[src/rtl/ffra_pkg.sv]
// Package for the first-fit range allocator: status codes and operation codes.
// No dependencies.
`timescale 1ns / 1ps
package ffra_pkg;
   localparam logic [0:0] OP_ALLOC   = 1'b0;
   localparam logic [0:0] OP_RELEASE = 1'b1;

   typedef enum logic [1:0] {
      STATUS_OK       = 2'd0,
      STATUS_NO_SPACE = 2'd1,
      STATUS_FULL     = 2'd2
   } status_type;
endpackage

[src/rtl/ffra_ram.sv]
// Generic single-port-write, single-port-read synchronous RAM with registered
// read. No dependencies.
`timescale 1ns / 1ps
module ffra_ram #(
   parameter int WIDTH = 8,
   parameter int DEPTH = 16
) (
   input  logic                     clock,
   input  logic                     wr_en,
   input  logic [$clog2(DEPTH)-1:0] wr_addr,
   input  logic [WIDTH-1:0]         wr_data,
   input  logic [$clog2(DEPTH)-1:0] rd_addr,
   output logic [WIDTH-1:0]         rd_data
);
   logic [WIDTH-1:0] mem_ff [DEPTH];

   always_ff @(posedge clock) begin
      if (wr_en) begin
         mem_ff[wr_addr] <= wr_data;
      end
      rd_data <= mem_ff[rd_addr];
   end
endmodule

[src/rtl/first_fit_range_allocator.sv]
// First-fit range allocator: top level with control sequencer and two table RAMs.
// Depends on ffra_pkg and ffra_ram.
// A zero-length request goes straight to the result; allocate and release scan the
// table first. Busy drops in the cycle after the strobe; only then is a new one taken.
// Result strobed for one cycle, the receiver cannot stall. Synchronous reset empties
// the table, zeroes the cursor and sets capacity to 2^ADDRESS_BITS.
`timescale 1ns / 1ps
module first_fit_range_allocator #(
   parameter int MAX_FREE_RANGES = 16,
   parameter int ADDRESS_BITS    = 24
) (
   input  logic                    clock,
   input  logic                    reset,
   input  logic                    start,
   output logic                    busy,
   input  logic                    req_operation,
   input  logic [ADDRESS_BITS:0]   req_range_length,
   input  logic [ADDRESS_BITS-1:0] req_release_offset,
   input  logic                    csr_wr_en,
   input  logic [ADDRESS_BITS:0]   csr_wr_data,
   output logic                    rsp_valid,
   output logic [ADDRESS_BITS-1:0] rsp_granted_offset,
   output logic [1:0]              rsp_status
);
   localparam int IW = $clog2(MAX_FREE_RANGES);
   localparam int CW = $clog2(MAX_FREE_RANGES + 2);
   localparam int LW = ADDRESS_BITS + 1;
   localparam int AW = ADDRESS_BITS;
   localparam logic [LW-1:0] SPACE = {1'b1, {AW{1'b0}}};
   localparam logic [CW-1:0] MAXN  = CW'(MAX_FREE_RANGES);

   // Release works in two passes: pass 1 counts merged entries (dry run), pass 2
   // writes merged entries back. Both scan old table plus inserted range in order.
   typedef enum logic [9:0] {
      S_IDLE  = 10'b0000000001,
      S_ARD   = 10'b0000000010,
      S_ACHK  = 10'b0000000100,
      S_SHRD  = 10'b0000001000,
      S_SHWR  = 10'b0000010000,
      S_RRD   = 10'b0000100000,
      S_RCHK  = 10'b0001000000,
      S_RFIN  = 10'b0010000000,
      S_RESP  = 10'b0100000000,
      S_SPARE = 10'b1000000000
   } state_type;

   state_type state_ff, state_in;
   logic [LW-1:0] cap_ff, cap_in, cur_ff, cur_in;
   logic [CW-1:0] cnt_ff, cnt_in;
   logic          op_ff, op_in;
   logic [LW-1:0] len_ff, len_in;
   logic [AW-1:0] off_ff, off_in;
   logic [CW-1:0] idx_ff, idx_in;     // read index into old table
   logic [CW-1:0] wix_ff, wix_in;     // write index / merged count
   logic          pass_ff, pass_in;   // 0 count, 1 write
   logic          placed_ff, placed_in;
   logic          have_ff, have_in;   // accumulator holds an entry
   logic [LW-1:0] acs_ff, acs_in;     // accumulator start (LW for end math)
   logic [LW-1:0] ace_ff, ace_in;     // accumulator end
   logic [AW-1:0] res_off_ff, res_off_in;
   logic [1:0]    res_st_ff, res_st_in;

   logic          we;
   logic [IW-1:0] wa, ra;
   logic [AW-1:0] ws, rs;
   logic [LW-1:0] wl, rl;

   ffra_ram #(.WIDTH(AW), .DEPTH(MAX_FREE_RANGES)) u_start (
      .clock, .wr_en(we), .wr_addr(wa), .wr_data(ws), .rd_addr(ra), .rd_data(rs));
   ffra_ram #(.WIDTH(LW), .DEPTH(MAX_FREE_RANGES)) u_len (
      .clock, .wr_en(we), .wr_addr(wa), .wr_data(wl), .rd_addr(ra), .rd_data(rl));

   assign busy = (state_ff != S_IDLE);
   assign rsp_valid = (state_ff == S_RESP);
   assign rsp_granted_offset = res_off_ff;
   assign rsp_status = res_st_ff;

   logic [LW-1:0] limit, rl_rem, rel_len, cand_s, cand_e;
   logic          use_new, old_left;

   always_comb begin
      limit   = (cap_ff < SPACE) ? cap_ff : SPACE;
      rl_rem  = rl - len_ff;
      rel_len = (len_ff > SPACE - {1'b0, off_ff}) ? SPACE - {1'b0, off_ff} : len_ff;
      old_left = (idx_ff < cnt_ff);
      use_new  = !placed_ff && (!old_left || {1'b0, rs} > {1'b0, off_ff});
      cand_s   = use_new ? {1'b0, off_ff} : {1'b0, rs};
      cand_e   = use_new ? {1'b0, off_ff} + rel_len : {1'b0, rs} + rl;

      state_in = state_ff; cap_in = cap_ff; cur_in = cur_ff; cnt_in = cnt_ff;
      op_in = op_ff; len_in = len_ff; off_in = off_ff; idx_in = idx_ff;
      wix_in = wix_ff; pass_in = pass_ff; placed_in = placed_ff; have_in = have_ff;
      acs_in = acs_ff; ace_in = ace_ff; res_off_in = res_off_ff; res_st_in = res_st_ff;
      we = 1'b0; wa = wix_ff[IW-1:0]; ws = rs; wl = rl; ra = idx_ff[IW-1:0];

      if (csr_wr_en) cap_in = csr_wr_data;

      case (state_ff)
         S_IDLE: begin
            idx_in = '0; wix_in = '0; pass_in = 1'b0; placed_in = 1'b0; have_in = 1'b0;
            ra = '0;
            if (start) begin
               op_in = req_operation; len_in = req_range_length;
               off_in = req_release_offset;
               res_off_in = '0; res_st_in = ffra_pkg::STATUS_OK;
               if (req_range_length == '0) state_in = S_RESP;
               else if (req_operation == ffra_pkg::OP_ALLOC) state_in = S_ARD;
               else state_in = S_RRD;
            end
         end
         S_ARD: state_in = S_ACHK; // wait for read data
         S_ACHK: begin
            if (old_left) begin
               if (rl >= len_ff) begin
                  res_off_in = rs;
                  if (rl_rem == '0) begin
                     // drop: shift later entries down
                     wix_in = idx_ff; idx_in = idx_ff + 1'b1;
                     cnt_in = cnt_ff - 1'b1;
                     state_in = S_SHRD;
                  end else begin
                     we = 1'b1; wa = idx_ff[IW-1:0];
                     ws = rs + len_ff[AW-1:0]; wl = rl_rem;
                     state_in = S_RESP;
                  end
               end else begin
                  idx_in = idx_ff + 1'b1; state_in = S_ARD;
               end
            end else if (cur_ff > limit || len_ff > limit - cur_ff) begin
               res_st_in = ffra_pkg::STATUS_NO_SPACE;
               state_in = S_RESP;
            end else begin
               res_off_in = cur_ff[AW-1:0]; cur_in = cur_ff + len_ff;
               state_in = S_RESP;
            end
         end
         S_SHRD: begin
            // idx_ff points at source; cnt already reduced, so source < cnt+1
            if (idx_ff <= cnt_ff) state_in = S_SHWR;
            else state_in = S_RESP;
         end
         S_SHWR: begin
            we = 1'b1; wa = wix_ff[IW-1:0];
            wix_in = wix_ff + 1'b1; idx_in = idx_ff + 1'b1;
            state_in = S_SHRD;
         end
         S_RRD: state_in = S_RCHK;
         S_RCHK: begin
            if (!old_left && placed_ff) begin
               state_in = S_RFIN;
            end else begin
               if (use_new) placed_in = 1'b1;
               else idx_in = idx_ff + 1'b1;
               if (have_ff && ace_ff >= cand_s) begin
                  if (cand_e > ace_ff) ace_in = cand_e;
               end else begin
                  // emit accumulator, start new one
                  if (have_ff) begin
                     if (pass_ff) begin
                        we = 1'b1; wa = wix_ff[IW-1:0];
                        ws = acs_ff[AW-1:0]; wl = ace_ff - acs_ff;
                     end
                     wix_in = wix_ff + 1'b1;
                  end
                  have_in = 1'b1; acs_in = cand_s; ace_in = cand_e;
               end
               // pass 2 writes never overtake reads: wix <= idx always holds
               state_in = S_RRD;
               ra = use_new ? idx_ff[IW-1:0] : IW'(idx_ff + 1'b1);
            end
         end
         S_RFIN: begin
            if (!pass_ff) begin
               if (wix_ff + 1'b1 > MAXN) begin
                  res_st_in = ffra_pkg::STATUS_FULL;
                  state_in = S_RESP;
               end else begin
                  pass_in = 1'b1; idx_in = '0; wix_in = '0; placed_in = 1'b0;
                  have_in = 1'b0; ra = '0; state_in = S_RRD;
               end
            end else begin
               we = 1'b1; wa = wix_ff[IW-1:0];
               ws = acs_ff[AW-1:0]; wl = ace_ff - acs_ff;
               cnt_in = wix_ff + 1'b1;
               state_in = S_RESP;
            end
         end
         S_RESP: state_in = S_IDLE;
         default: state_in = S_IDLE;
      endcase
   end

   always_ff @(posedge clock) begin
      if (reset) begin
         state_ff <= S_IDLE; cap_ff <= SPACE; cur_ff <= '0; cnt_ff <= '0;
      end else begin
         state_ff <= state_in; cap_ff <= cap_in; cur_ff <= cur_in; cnt_ff <= cnt_in;
      end
      op_ff <= op_in; len_ff <= len_in; off_ff <= off_in; idx_ff <= idx_in;
      wix_ff <= wix_in; pass_ff <= pass_in; placed_ff <= placed_in; have_ff <= have_in;
      acs_ff <= acs_in; ace_ff <= ace_in; res_off_ff <= res_off_in;
      res_st_ff <= res_st_in;
   end
endmodule
[config.mk]
export PLATFORM = sky130hd
export DESIGN_NAME = first_fit_range_allocator
export DESIGN_NICKNAME = d
export VERILOG_FILES = /design/src/rtl/ffra_pkg.sv /design/src/rtl/ffra_ram.sv /design/src/rtl/first_fit_range_allocator.sv
export SDC_FILE = /design/constraint.sdc
export NUM_CORES = 2
export LEC_CHECK = 0
export ABC_CLOCK_PERIOD_IN_PS = 17800
export CORE_AREA = 2 2 434 436
export CTS_CLUSTER_SIZE = 12
export DETAILED_ROUTE_END_ITERATION = 8
export DIE_AREA = 0 0 436 438
export DONT_BUFFER_PORTS = 1
export PLACE_DENSITY = 0.46
export SLEW_MARGIN = 40
export SYNTH_ARGS = -nofsm -noshare
export SYNTH_HDL_FRONTEND = slang
export SYNTH_SLANG_ARGS = --single-unit
[constraint.sdc]
create_clock -name clock -period 17.8 [get_ports clock]
set_input_delay 2.67 -clock clock [delete_from_list [all_inputs] [get_ports clock]]
set_output_delay 2.67 -clock clock [all_outputs]
set_load 0.05 [all_outputs]
==> flow_summary.ini <==
[outcome]
status = complete, no violations

[critical_path]
critPathMaxStageDelay_ns = 0.72
end_kind = flop
rrSetupSlack_ns = 8.43
cp_max_fo = 47
cp.arrival_ns = 9.85
crit_slowest_cell = a2111oi_0
crit_required_ns = 18.28
crit_type = flop to flop
start_kind = flop

[yosys]
syn_nets = 5428
ys_seq_area_share_pct = 53.7
syn_inst = 5041
yosysMostFrequentCell = edfxtp_1
synth_seq_cells = 1034
synth_edf_count = 921
synth.avg_cell_area_um2 = 11.1
synth.top_cell.area_share_pct = 49.6
yosysWarnings = 0
async_flop_share_pct = 0
synth_top_area_cell = edfxtp_1
syn_area_mm2 = 0.0557
synthDistinctLibCells = 99
synth_top_cells_by_area = edfxtp_1, ha_1, dfxtp_1
yosys-top-cells-count = edfxtp_1, nand2_1, and3_1
synthFlopType = edfxtp_1

[finish]
drive_gt1_share_pct = 8.39
n_fill_cell = 18800
final_nets = 5397
multi_input_area_mm2 = 0.0242
area_growth_pct = 13.3
register_area_mm2 = 0.0299

[floorplan]
die_y_um = 438
coreArea_mm2 = 0.187
ios = 107
dieArea_mm2 = 0.191
start_util_pct = 29.9
rows = 159
die_x_um = 436

[clock_tree]
cts_tree = built
clk_pin_slew_ns = 0.06
cts_max_level = 3
cts_hold_buffers = 0
cts_buffers = 115
clock-root-buffer = clkbuf_16
post-cts-setup-buffers = 0
clock_latency_ns = 0.81
cts_sinks = 1034
post_cts_resized = 0
cts_buffer_depth = 3

[power]
p_leak_nw = 22.8
worst_ir_drop_vdd_mv = 0.111
power_mw = 10.3
p_per_area_mw_per_mm2 = 163

[sta]
period_share_pct = 52.6
finalSetupTns_ns = 0
setup_ws_ns = 8.43
worst_pin_slew_ns = 0.924
finalCriticalPeriod_ns = 9.37
setup_viol = 0
clock_skew_ns = 0.0518
maxSlewViolCount = 0
whs_ns = 0.487
max_slew_margin_pct = 37.9
fmax_ghz = 0.107
hold_violations = 0
rsz0062_at_grt = false

[place]
dp_slack_ns = 8.52
dpl.hpwl_um = 130000
place_congestion = 0.943
portBuffers = 0

[detailed_routing]
drt_pre_antenna_iters = 5
drtIter0Drc = 4039
drc = 0
routedWlPerCell_um = 26.4
ant_nets = 0
route.final.wire_length_um = 201000
via_per_inst = 5.49
vias = 41800

[global_route]
antenna_found_initial = 15
grt_use_total_pct = 20.5
grt_max_degree = 129
grt_first_pass_wirelength_um = 289000
grt-ovfl-total = 0
grt_pass1_vias = 39900

[min_path]
hold_path.class = flop to flop

[job]
drv_cap = 0
## final cells by class
type	count	share of cell area, %
Timing Repair Buffer	157	2.15
Antenna cell	8	0.0317
Tap cell	2495	4.94
Clock inverter	49	0.707
Inverter	241	1.43
Multi-Input combinational cell	3461	38.3
Clock buffer	171	5.10
Sequential cell	1034	47.4
## metal layers
layer | up-vias | global-route usage, % | share of wire [%]
met4 | 4 | 7.75 | 3.9
li1 | 19200 | - | -
met5 | - | 0 | 0.015
met3 | 298 | 3.18 | 6.4
met2 | 1395 | 31.9 | 45
met1 | 20900 | 28.7 | 45
## cell usage in the layout (no fill, tap or decap), types with 49 or more instances in the layout
| master | n |
|---|---|
| edfxtp_1 | 921 |
| nand2_1 | 431 |
| and3_1 | 311 |
| ha_1 | 301 |
| o21ai_0 | 254 |
| nor2_1 | 246 |
| inv_1 | 239 |
| a21boi_0 | 211 |
| a21oi_1 | 197 |
| a211oi_1 | 128 |
| buf_4 | 123 |
| clkbuf_16 | 115 |
| dfxtp_1 | 113 |
| a21o_1 | 106 |
| xnor2_1 | 103 |
| nand4_1 | 99 |
| a31oi_1 | 80 |
| nand3_1 | 76 |
| nor3_1 | 70 |
| o211ai_1 | 69 |
| mux2i_1 | 65 |
| a211o_1 | 61 |
| a311oi_1 | 55 |
| o2111ai_1 | 54 |
| nor2b_1 | 49 |
| xor2_1 | 49 |
## through the flow
stage                     util (%)  std cells  instance area (um^2)
after global routing          33.8       7608                 63100
final                         33.8       7616                 63100
after CTS                     33.8       7607                 63100
after floorplan                  -       5041                 55700
after detailed placement      31.8       7387                 59400
after global placement        31.7       7370                 59100
## cells by family (layout without fill, tap and decap cells)
family                   Yosys count  count (layout)  share of synthesized area [%]
AO/OA/AOI/OAI                   1482            1482                           18.7
buffers and inverters            546             618                           3.80
other                              0               8                              0
adder cells (fa/ha/maj)          308             308                           7.01
AND/OR/NAND/NOR                 1440            1440                           13.0
multiplexers                      79              79                           1.45
flip-flops                      1034            1034                           53.7
XOR/XNOR                         152             152                           2.39
## registers in the layout (all words and copies together) (netlist names), 24 cells and up
signal	cells
acs_ff	24
rsp_granted_offset	24
ace_ff	25
u_start.rd_data	24
u_len.mem_ff	400
u_len.rd_data	25
off_ff	24
len_ff	25
cur_ff	25
u_start.mem_ff	384
cap_ff	25
## final timing paths
| path | from | to | cells after the start |
|---|---|---|---|
| worst max-delay path | off_ff[1]$_DFFE_PP_ | ace_ff[23]$_DFFE_PP_ | 36 |
| worst min-delay path | cap_ff[6]$_SDFFE_PP0P_ | cap_ff[6]$_SDFFE_PP0P_ | 2 |
| worst max register to register | off_ff[1]$_DFFE_PP_ | ace_ff[23]$_DFFE_PP_ | 36 |
| worst min register to register | cap_ff[6]$_SDFFE_PP0P_ | cap_ff[6]$_SDFFE_PP0P_ | 2 |
## worst max-delay path, delay by kind of cell (launching register included)
family,cells,cell delay (ns)
AO/OA/AOI/OAI,18,4.16
XOR/XNOR,1,0.19
AND/OR/NAND/NOR,10,2.18
buffers and inverters,3,0.90
flip-flops,1,0.47
adder cells (fa/ha/maj),4,1.12
## where the power goes
group | total (mW) | switching [mW] | internal (mW) | leakage (nW)
logic | 4.56 | 3.07 | 1.48 | 11.7
registers | 3.37 | 0.266 | 3.10 | 9.30
clock network | 2.34 | 1.04 | 1.30 | 1.80
(Power assumes the default switching activity.)
